==> src/design/ptd_pkg.sv <==
package ptd_pkg;

    localparam int PALETTE_ENTRIES = 256;
    localparam int PAL_AW          = $clog2(PALETTE_ENTRIES);

    localparam logic [1:0] FMT_DIRECT = 2'd0;
    localparam logic [1:0] FMT_INDEX8 = 2'd1;
    localparam logic [1:0] FMT_INDEX4 = 2'd2;

    localparam logic CMD_PAL_WRITE = 1'b0;
    localparam logic CMD_TEXEL     = 1'b1;

    localparam logic [7:0] NIBBLE_MASK = 8'h0F;

    typedef struct packed {
        logic        command;
        logic [7:0]  palette_slot;
        logic [31:0] palette_color;
        logic [31:0] texel_word;
    } t_in_beat;

    typedef struct packed {
        logic [31:0] argb_pixel;
        logic        palette_missing;
    } t_out_beat;

    typedef enum logic [1:0] {
        SRC_DIRECT,
        SRC_PALETTE,
        SRC_MISSING,
        SRC_ZERO
    } t_src;

    typedef struct packed {
        t_src        src;
        logic [31:0] texel;
    } t_s1_ctrl;

    function automatic logic [31:0] rgba_to_argb(input logic [31:0] c);
        rgba_to_argb = {c[31:24], c[7:0], c[15:8], c[23:16]};
    endfunction

endpackage

==> src/design/ptd_pixel_stage.sv <==
module ptd_pixel_stage (
    input  logic              i_clk,
    input  logic              i_rst_n,
    input  logic              i_load,
    input  ptd_pkg::t_s1_ctrl i_ctrl,
    input  logic [31:0]       i_rd_data,
    input  logic              i_out_stall,
    output logic              o_hold,
    output logic              o_out_valid,
    output ptd_pkg::t_out_beat o_out_beat
);
    import ptd_pkg::*;

    logic      r_s1_valid;
    t_s1_ctrl  r_s1_ctrl;
    logic      r_out_valid;
    t_out_beat r_out_beat;
    logic      n_s1_valid;
    logic      n_out_valid;
    t_out_beat n_out_beat;
    logic      out_free;
    logic      s1_move;

    assign out_free = !r_out_valid || !i_out_stall;
    assign s1_move  = r_s1_valid && out_free;
    assign o_hold   = r_s1_valid && !out_free;

    always_comb begin
        n_out_beat = '0;
        case (r_s1_ctrl.src)
            SRC_DIRECT:  n_out_beat.argb_pixel = rgba_to_argb(r_s1_ctrl.texel);
            SRC_PALETTE: n_out_beat.argb_pixel = rgba_to_argb(i_rd_data);
            SRC_MISSING: n_out_beat.palette_missing = 1'b1;
            default:     n_out_beat = '0;
        endcase
    end

    always_comb begin
        n_s1_valid = r_s1_valid;
        if (i_load) begin
            n_s1_valid = 1'b1;
        end else if (s1_move) begin
            n_s1_valid = 1'b0;
        end
        n_out_valid = r_out_valid;
        if (s1_move) begin
            n_out_valid = 1'b1;
        end else if (out_free) begin
            n_out_valid = 1'b0;
        end
    end

    always_ff @(posedge i_clk) begin
        if (!i_rst_n) begin
            r_s1_valid  <= 1'b0;
            r_out_valid <= 1'b0;
        end else begin
            r_s1_valid  <= n_s1_valid;
            r_out_valid <= n_out_valid;
        end
    end

    always_ff @(posedge i_clk) begin
        if (i_load) begin
            r_s1_ctrl <= i_ctrl;
        end
        if (s1_move) begin
            r_out_beat <= n_out_beat;
        end
    end

    assign o_out_valid = r_out_valid;
    assign o_out_beat  = r_out_beat;

endmodule

==> config.mk <==
export PLATFORM = sky130hd
export DESIGN_NAME = ptd_pixel_stage
export DESIGN_NICKNAME = d
export VERILOG_FILES = /design/src/design/ptd_pkg.sv /design/src/design/ptd_pixel_stage.sv
export SDC_FILE = /design/constraint.sdc
export NUM_CORES = 1
export LEC_CHECK = 0
export ABC_AREA = 0
export BUFFER_PORTS_ARGS = -buffer_cell sky130_fd_sc_hd__buf_2
export CAP_MARGIN = 10
export CORE_UTILIZATION = 38
export DETAILED_ROUTE_END_ITERATION = 10
export MAX_ROUTING_LAYER = met4
export PLACE_DENSITY_LB_ADDON = 0.2
export SLEW_MARGIN = 20
export SYNTH_ARGS = -nofsm -noshare
export SYNTH_HDL_FRONTEND = slang
export SYNTH_SLANG_ARGS = --single-unit
==> constraint.sdc <==
create_clock -name i_clk -period 4.4 [get_ports i_clk]
set_input_delay 0.44 -clock i_clk [delete_from_list [all_inputs] [get_ports i_clk]]
set_output_delay 0.44 -clock i_clk [all_outputs]
set_load 0.005 [all_outputs]
Yosys cells after proc, flatten, opt, wreduce, memory -nomap -nowiden
Cells that the tools add are included.
{"block": "totals", "romBits": 0, "register_bits": 69, "mem_count": 0, "mem_bits_rw": 0, "output_inout_bits": 35, "latchBits": 0}
{"block": "classes", "multipliers": 0, "div_mod_pow": 0, "n_lt_le_gt_ge": 0, "n_mux": 6, "n_reduce_logical": 9, "shifts": 0, "add_sub_neg": 0, "bitwise_logic": 0, "eq_ne": 2}
{"operator": "$pmux 32 s2", "count": 1}
{"operator": "$mux 1", "count": 5}
{"operator": "$reduce_bool 2->1", "count": 2}
{"operator": "$logic_not 1->1", "count": 3}
{"operator": "$eq 2x1->1 const B", "count": 1}
{"operator": "$eq 2x2->1 const B", "count": 1}
{"operator": "$logic_and 1x1->1", "count": 2}
{"operator": "$logic_not 2->1", "count": 1}
{"operator": "$logic_or 1x1->1", "count": 1}

Logic depth before layout (Yosys ltp)
Gate-level depths: netlist of the first run.
{"block": "logic_depth", "ltp_word": 5, "ltp_mapped": 4}

Least setup slack after synthesis of the first run
OpenSTA, ideal clock, no wires.
{"block": "synth_timing", "path_type": "in2reg", "from": "in i_out_stall", "to": "reg r_out_beat, in the netlist o_out_beat[0] (enable)", "path_slack_ns": 1.038, "t_arrival_ns": 2.889, "setup_time_ns": 0.474, "cell_stages": 1, "cell_sequence": "a21boi_0"}
{"block": "synth_between", "elab_chain_len": 3}
{"item": "from (decl)", "line": "ptd_pixel_stage.sv:7", "rtl": "input logic i_out_stall,"}
{"item": "$logic_not 1->1", "line": "ptd_pixel_stage.sv:24", "rtl": "assign out_free = !r_out_valid || !i_out_stall;"}
{"item": "$logic_or 1x1->1", "line": "ptd_pixel_stage.sv:24"}
{"item": "$logic_and 1x1->1", "line": "ptd_pixel_stage.sv:25", "rtl": "assign s1_move = r_s1_valid && out_free;"}
{"item": "to (signal assigned)", "line": "ptd_pixel_stage.sv:68", "rtl": "r_out_beat <= n_out_beat;"}
{"item": "to (decl)", "line": "ptd_pixel_stage.sv:17", "rtl": "t_out_beat r_out_beat;"}
Every way passes these cells.
A chain may end at the register's enable or synchronous reset.

==> impl_metrics.py, run 1 <==
metrics = {
    "finish": {
        "drive_above_1_share_pct": 46.0,
        "syn_to_final_growth_pct": 28.0,
        "finalInstanceArea_um2": 3360,
        "fin_nets": 327,
        "stdcell_count": 338,
        "diodes": 0,
    },
    "worst_setup_path": {
        "crit_buf_inv": 1,
        "r2r_slack_ns": 2.55,
        "start_kind": "register",
        "path_cells": "buf_4 > mux2i_1 > nor2_1",
        "endpoint_kind": "register",
        "required_ns": 4.46,
        "slowest_delay_ns": 0.82,
        "worstPathArrival_ns": 1.91,
        "crit_family": "flip-flops",
        "crit_type": "register to register",
        "crit_fanout": 20,
        "crit_slowest_cell": "edfxtp_1",
    },
    "timing": {
        "setup_tns_ns": 0,
        "finClkSkew_ns": 0.00469,
        "drv_slew": 0,
        "finalHoldViolCount": 0,
        "max_slew.worst_pin.slew_ns": 0.791,
        "min_period_ns": 1.85,
        "fin_crit_sh_pct": 42.1,
        "finalSetupViolCount": 0,
        "holdWs_ns": 0.287,
        "fmax_mhz": 540,
        "rsz0062_at_grt": "false",
        "max_slew_margin_pct": 47.3,
    },
    "detailed_routing": {
        "num_vias": 1511,
        "ant_nets": 0,
        "drt_pass1_iterations": 4,
        "vias_per_cell": 4.47,
        "routedWlPerCell_um": 14.2,
        "drt_wl_total_um": 4790,
        "drt_iter0_markers": 67,
        "drc": 0,
    },
    "job": {
        "cap_violations": 0,
    },
    "global_routing": {
        "grt_pass1_wl_um": 7400,
        "grt_max_degree": 36,
        "grt_pass1_vias": 1485,
        "antenna_found_initial": 0,
        "grt_usage_pct": 14.7,
        "overflow": 0,
    },
    "cts": {
        "cts_inserted_buffers": 9,
        "h-tree-depth": 3,
        "cts_resized": 0,
        "cts_tree": "built",
        "postCtsSetupBuffers": 0,
        "cts.path.max_buffers": 2,
        "path_clk_slew_ns": 0.07,
        "cts_hold_buf": 0,
        "clk-insertion-delay-late_ns": 0.32,
        "cts-root-buf": "clkbuf_8",
        "cts_sinks": 69,
    },
    "die": {
        "die_x_um": 85.1,
        "fp-row-count": 29,
        "core_area_um2": 6490,
        "die_area_um2": 7250,
        "initial_core_util_pct": 40.4,
        "fp.dieH_um": 85.1,
        "ios": 105,
    },
    "worst_hold_path": {
        "worstHoldPathType": "input pin to register",
    },
    "place": {
        "io_buffers": 104,
        "placed_area_um2": 3170,
        "hpwl_um": 3160,
        "place_congestion": 0.721,
        "dp_cells": 321,
    },
    "logic_synthesis": {
        "synth_edf_count": 67,
        "synth_area_per_cell_um2": 17.9,
        "ys_top_cells_by_count": "edfxtp_1, mux2i_1, nor2_1",
        "async_flop_share_pct": 0,
        "yosysTopAreaCellShare_pct": 76.6,
        "yosys-top-cells-area": "edfxtp_1, mux2i_1, nor2_1",
        "yosys.area.top_type": "edfxtp_1",
        "yosysUniqueCellTypes": 14,
        "ys_ff_latch": 69,
        "synthMostInstantiatedCell": "edfxtp_1",
        "synthCells": 147,
        "yosysWarnings": 0,
        "seq_area_frac_synth_pct": 78.1,
        "syn_nets": 217,
        "synth.cell_area_um2": 2630,
        "synth_ff_type": "edfxtp_1",
    },
    "power_and_ir_drop": {
        "max-vdd-ir-drop_v": 0.000172,
        "p_leak_uw": 0.00145,
        "power_density_nw_per_um2": 393,
    },
    "outcome": {
        "outcome": "complete, no violations",
    },
}
==> state kept, by name, summed over array words and instances, names as in the netlist <==
name / count
r_s1_ctrl: 34
o_out_valid: 1
r_s1_valid: 1
o_out_beat: 33
==> layout make-up <==
| cell class | instances | area (µm²) |
|---|---|---|
| multi-input cells | 70 | 495 |
| flip-flops and latches | 69 | 2050 |
| repair buffers | 107 | 571 |
| clock buffers | 11 | 131 |
| clock inverters | 4 | 16.3 |
| well taps | 77 | 96.3 |
| fillers | 558 | 3130 |
==> worst reg2reg max path, delay by kind of cell (launching register included) <==
family	cells	cell delay (ns)
buffers and inverters	1	0.47
flip-flops	1	0.82
multiplexers	1	0.25
AND/OR/NAND/NOR	1	0.05
==> kinds of logic after synthesis <==
kind of cell / synth area share (%)
compound gates: 0.762
simple gates: 5.48
flops: 78.1
mux: 12.2
buf+inv: 3.43
==> where the power goes <==
group | switching (µW) | internal (µW)
Sequential | 19.7 | 775
Combinational | 56.0 | 64.5
Clock | 209 | 195
Total | 285 | 1040
==> cells in the final DEF (no fill, tap or decap) <==
cell type,netlist,layout
buf_2,3,104
edfxtp_1,67,67
mux2i_1,32,32
nor2_1,30,30
clkbuf_8,0,9
clkinv_1,0,3
nor2_2,2,2
nor2b_1,2,2
clkbuf_1,1,2
dfxtp_1,2,2
a21boi_4,0,1
and3_1,1,1
o21a_1,1,1
a21oi_1,1,1
clkinv_2,0,1
buf_16,0,1
buf_8,0,1
buf_4,0,1
==> layer usage <==
metal  track usage [%]  vias to the layer above  part of all wire [%]
li1                  -                      765                     -
met1              17.7                      676                    44
met2              22.5                       66                    49
met3              4.38                        4                   6.8
met4              7.40                        0                  0.81
met5                 -                        -                     0
==> metrics by stage <==
step                power [µW]  util (%)  setup WS, ns
floorplan                  870         -          1.04
CTS                       1340      51.1          2.49
global placement           924      48.8          2.52
detailed placement         928      48.8          2.51
global route              1390      51.8          2.42
finish                    1320      51.8          2.55
==> worst paths after layout <==
| path | start | endpoint | cells past startpoint |
|---|---|---|---|
| worst min-delay path | i_ctrl[17] | r_s1_ctrl[17]$_DFFE_PP_ | 1 |
| worst min register to register | r_s1_valid$_SDFFE_PN0P_ | o_out_valid$_SDFFE_PN0P_ | 2 |
| worst max register to register | r_s1_ctrl[32]$_DFFE_PP_ | o_out_beat[32]$_DFFE_PP_ | 3 |
| worst max-delay path | r_s1_ctrl[32]$_DFFE_PP_ | o_out_beat[32]$_DFFE_PP_ | 3 |
Note: power is estimated with default switching activity, not from simulation.
==> run 2, diff against run 1 <==
--- a/config.mk
+++ b/config.mk
@@ -5,7 +5,7 @@
 export SDC_FILE = /design/constraint.sdc
 export NUM_CORES = 1
 export LEC_CHECK = 0
-export ABC_AREA = 0
+export ABC_AREA = 1
 export BUFFER_PORTS_ARGS = -buffer_cell sky130_fd_sc_hd__buf_2
 export CAP_MARGIN = 10
 export CORE_UTILIZATION = 38
==> constraint.sdc (replaced) <==
create_clock -name i_clk -period 1.7 [get_ports i_clk]
set_input_delay 0.17 -clock i_clk [delete_from_list [all_inputs] [get_ports i_clk]]
set_output_delay 0.17 -clock i_clk [all_outputs]
set_load 0.005 [all_outputs]
==> run 2 against run 1 <==
The flow now finishes with violations (design-rule violations). Critical path depth is the same. Combinational power grew to 2.7 times the previous value. Synthesized cell count grew 27%. Clock power grew to 2.6 times the previous value. Fmax grew 50%. Sequential cell count is the same. Area after synthesis shrank 1.6%.
==> impl_metrics.py, run 2 <==
metrics = {
    "finish": {
        "diodes": 0,
        "largest_reg_flops": 34,
        "fin_nets": 372,
        "drive_above_1_share_pct": 40.1,
        "finalInstanceArea_um2": 3400,
        "top_register": "r_s1_ctrl",
        "final_common_cell": "buf_2",
        "final_cell_mix": "buf_2, edfxtp_1, nand2_1",
        "nFillCells": 594,
        "stdcell_count": 384,
        "syn_to_final_growth_pct": 31.5,
    },
    "global_routing": {
        "antenna_found_initial": 0,
        "grt_pass1_vias": 1668,
        "grt_usage_pct": 15.0,
        "overflow": 0,
        "grt_max_degree": 34,
        "grt_pass1_wl_um": 7690,
    },
    "worst_setup_path": {
        "crit_type": "register to register",
        "timing.rr.end": "o_out_beat[21]$_DFFE_PP_",
        "endpoint_kind": "register",
        "critical_path.endpoint": "o_out_beat[21]$_DFFE_PP_",
        "reg2regPathDepth": 3,
        "required_ns": 1.90,
        "start_kind": "register",
        "critPathLaunch": "r_s1_ctrl[33]$_DFFE_PP_",
        "r2r_start": "r_s1_ctrl[33]$_DFFE_PP_",
        "worstPathArrival_ns": 1.43,
        "crit_fanout": 33,
        "r2r_slack_ns": 0.47,
    },
    "cts": {
        "path_clk_slew_ns": 0.07,
        "cts_inserted_buffers": 9,
        "cts_sinks": 69,
        "cts_tree": "built",
        "cts.path.max_buffers": 2,
        "cts_resized": 0,
        "cts-root-buf": "clkbuf_8",
        "clk-insertion-delay-late_ns": 0.32,
        "h-tree-depth": 3,
    },
    "timing": {
        "finalSetupViolCount": 0,
        "rsz0062_at_grt": "false",
        "fin_crit_sh_pct": 72.4,
        "setup_tns_ns": 0,
        "max_slew_margin_pct": 65.7,
        "drv_slew": 0,
        "max_slew.worst_pin.slew_ns": 0.513,
        "finalHoldViolCount": 0,
        "min_period_ns": 1.23,
        "finClkSkew_ns": 0.00653,
        "fmax_mhz": 813,
    },
    "logic_synthesis": {
        "yosysWarnings": 0,
        "ys_ff_latch": 69,
        "yosys-top-cells-area": "edfxtp_1, nand2_1, nand3_1",
        "synthMostInstantiatedCell": "edfxtp_1",
        "yosysTopAreaCellShare_pct": 77.8,
        "async_flop_share_pct": 0,
        "synth_edf_count": 67,
        "synth_ff_type": "edfxtp_1",
        "yosysUniqueCellTypes": 11,
        "yosys.area.top_type": "edfxtp_1",
        "synthCells": 187,
        "syn_nets": 257,
        "synth.cell_area_um2": 2580,
        "ys_top_cells_by_count": "edfxtp_1, nand2_1, nand3_1",
        "synth_area_per_cell_um2": 13.8,
        "seq_area_frac_synth_pct": 79.4,
    },
    "place": {
        "placed_area_um2": 3210,
        "place_congestion": 0.725,
        "io_buffers": 104,
        "dp_cells": 364,
        "hpwl_um": 3440,
    },
    "power_and_ir_drop": {
        "p_leak_uw": 0.00152,
        "switching_share_pct": 21.8,
        "power.total_uw": 3430,
        "pwr-share-clk_pct": 30.9,
        "power.share.combinational_pct": 9.5,
        "max-vdd-ir-drop_v": 0.000425,
        "internal_power_uw": 2680,
        "p_sw_uw": 749,
        "power_density_nw_per_um2": 1010,
        "power.share.sequential_pct": 59.6,
    },
    "detailed_routing": {
        "ant_nets": 0,
        "drt_wl_total_um": 4850,
        "routedWlPerCell_um": 12.6,
        "vias_per_cell": 4.57,
        "num_vias": 1753,
        "drt_pass1_iterations": 7,
        "drc": 6,
        "drt_iter0_markers": 96,
    },
    "die": {
        "initial_core_util_pct": 40.0,
        "die_area_um2": 7140,
        "die_x_um": 84.5,
        "fp-row-count": 29,
        "core_area_um2": 6460,
        "fp.dieH_um": 84.5,
        "ios": 105,
    },
    "outcome": {
        "violations": "design-rule violations",
        "outcome": "finished with violations",
    },
    "job": {
        "cap_violations": 0,
    },
    "worst_hold_path": {
        "worstHoldPathType": "input pin to register",
    },
}
-- run 2: cell count changes after synthesis, moves of 2 or more --
| cell | change |
|---|---|
| nor2_2 | -2 |
| nor2b_1 | -2 |
| a21oi_1 | +2 |
| mux2i_1 | -32 |
| buf_2 | +3 |
| nand2_1 | +65 |
| buf_6 | +3 |
| nand3_1 | +33 |
| nor2_1 | -29 |
| inv_1 | +4 |
| buf_12 | -3 |
-- run 2: worst max-delay path, stage by stage, from the launching register on --
cell and delay, ns:
edfxtp_1 0.44, inv_2 0.41, nand3_1 0.15, nand2_1 0.10
-- run 2: worst min-delay path by stage --
stage	slack (ns)	start	cells past startpoint	end
after floorplan	0.27	i_ctrl[0]	0	r_s1_ctrl[0]$_DFFE_PP_
after global placement	0.35	i_ctrl[21]	1	r_s1_ctrl[21]$_DFFE_PP_
after detailed placement	0.35	i_ctrl[8]	1	r_s1_ctrl[8]$_DFFE_PP_
after CTS	0.002	i_ctrl[0]	1	r_s1_ctrl[0]$_DFFE_PP_
after global routing	0.00002	i_ctrl[4]	1	r_s1_ctrl[4]$_DFFE_PP_
final	0.02	i_ctrl[0]	1	r_s1_ctrl[0]$_DFFE_PP_
-- run 2: routing by layer --
metal,GRT usage [%],up-vias,part of all wire [%]
met2,23.4,76,49
met4,6.47,0,1.2
li1,-,885,-
met1,18.2,786,42
met5,-,-,0
met3,4.33,6,7.3
-- run 2: final cells by class --
type                       instances  area [µm²]  share of cell area (%)
clock buffer                      13         139                    4.09
clock inverter                     3        12.5                   0.368
inverter                           5        18.8                   0.552
sequential                        69        2050                    60.4
multi-input combinational        103         450                    13.2
timing repair buffer             114         631                    18.5
tap                               77        96.3                    2.83
-- run 2: cells by family after synthesis --
kind of cell	count (synthesis)	share of synthesized area (%)
buffers and inverters	15	3.63
flip-flops	69	79.4
AO/OA/AOI/OAI	3	0.581
AND/OR/NAND/NOR	100	16.4
-- run 2: timing repair --
| item | CTS | global route |
|---|---|---|
| endpoints found under the setup margin | 0 | 0 |
| hold buffers | 0 | 4 |
| setup buffers | 0 | 0 |
| endpoints found under the hold margin | 0 | 4 |
-- run 2: metrics by stage --
step	setup WS, ns	utilization, %	hold slack, ns
3_3_place_gp	0.507	49.7	0.347
5_1_grt	0.339	52.6	0.0000164
4_1_cts	0.458	52.0	0.00175
6_report	0.469	52.6	0.0167
3_5_place_dp	0.476	49.7	0.348
2_1_floorplan	0.345	-	0.269
-- run 2: power groups by stage --
stage                     clock (µW)  sequential [µW]  combinational, µW
after floorplan                    0             2080                141
after global placement             0             2080                317
after detailed placement           0             2080                321
after CTS                       1100             2040                322
after global routing            1170             2050                367
final                           1060             2040                325
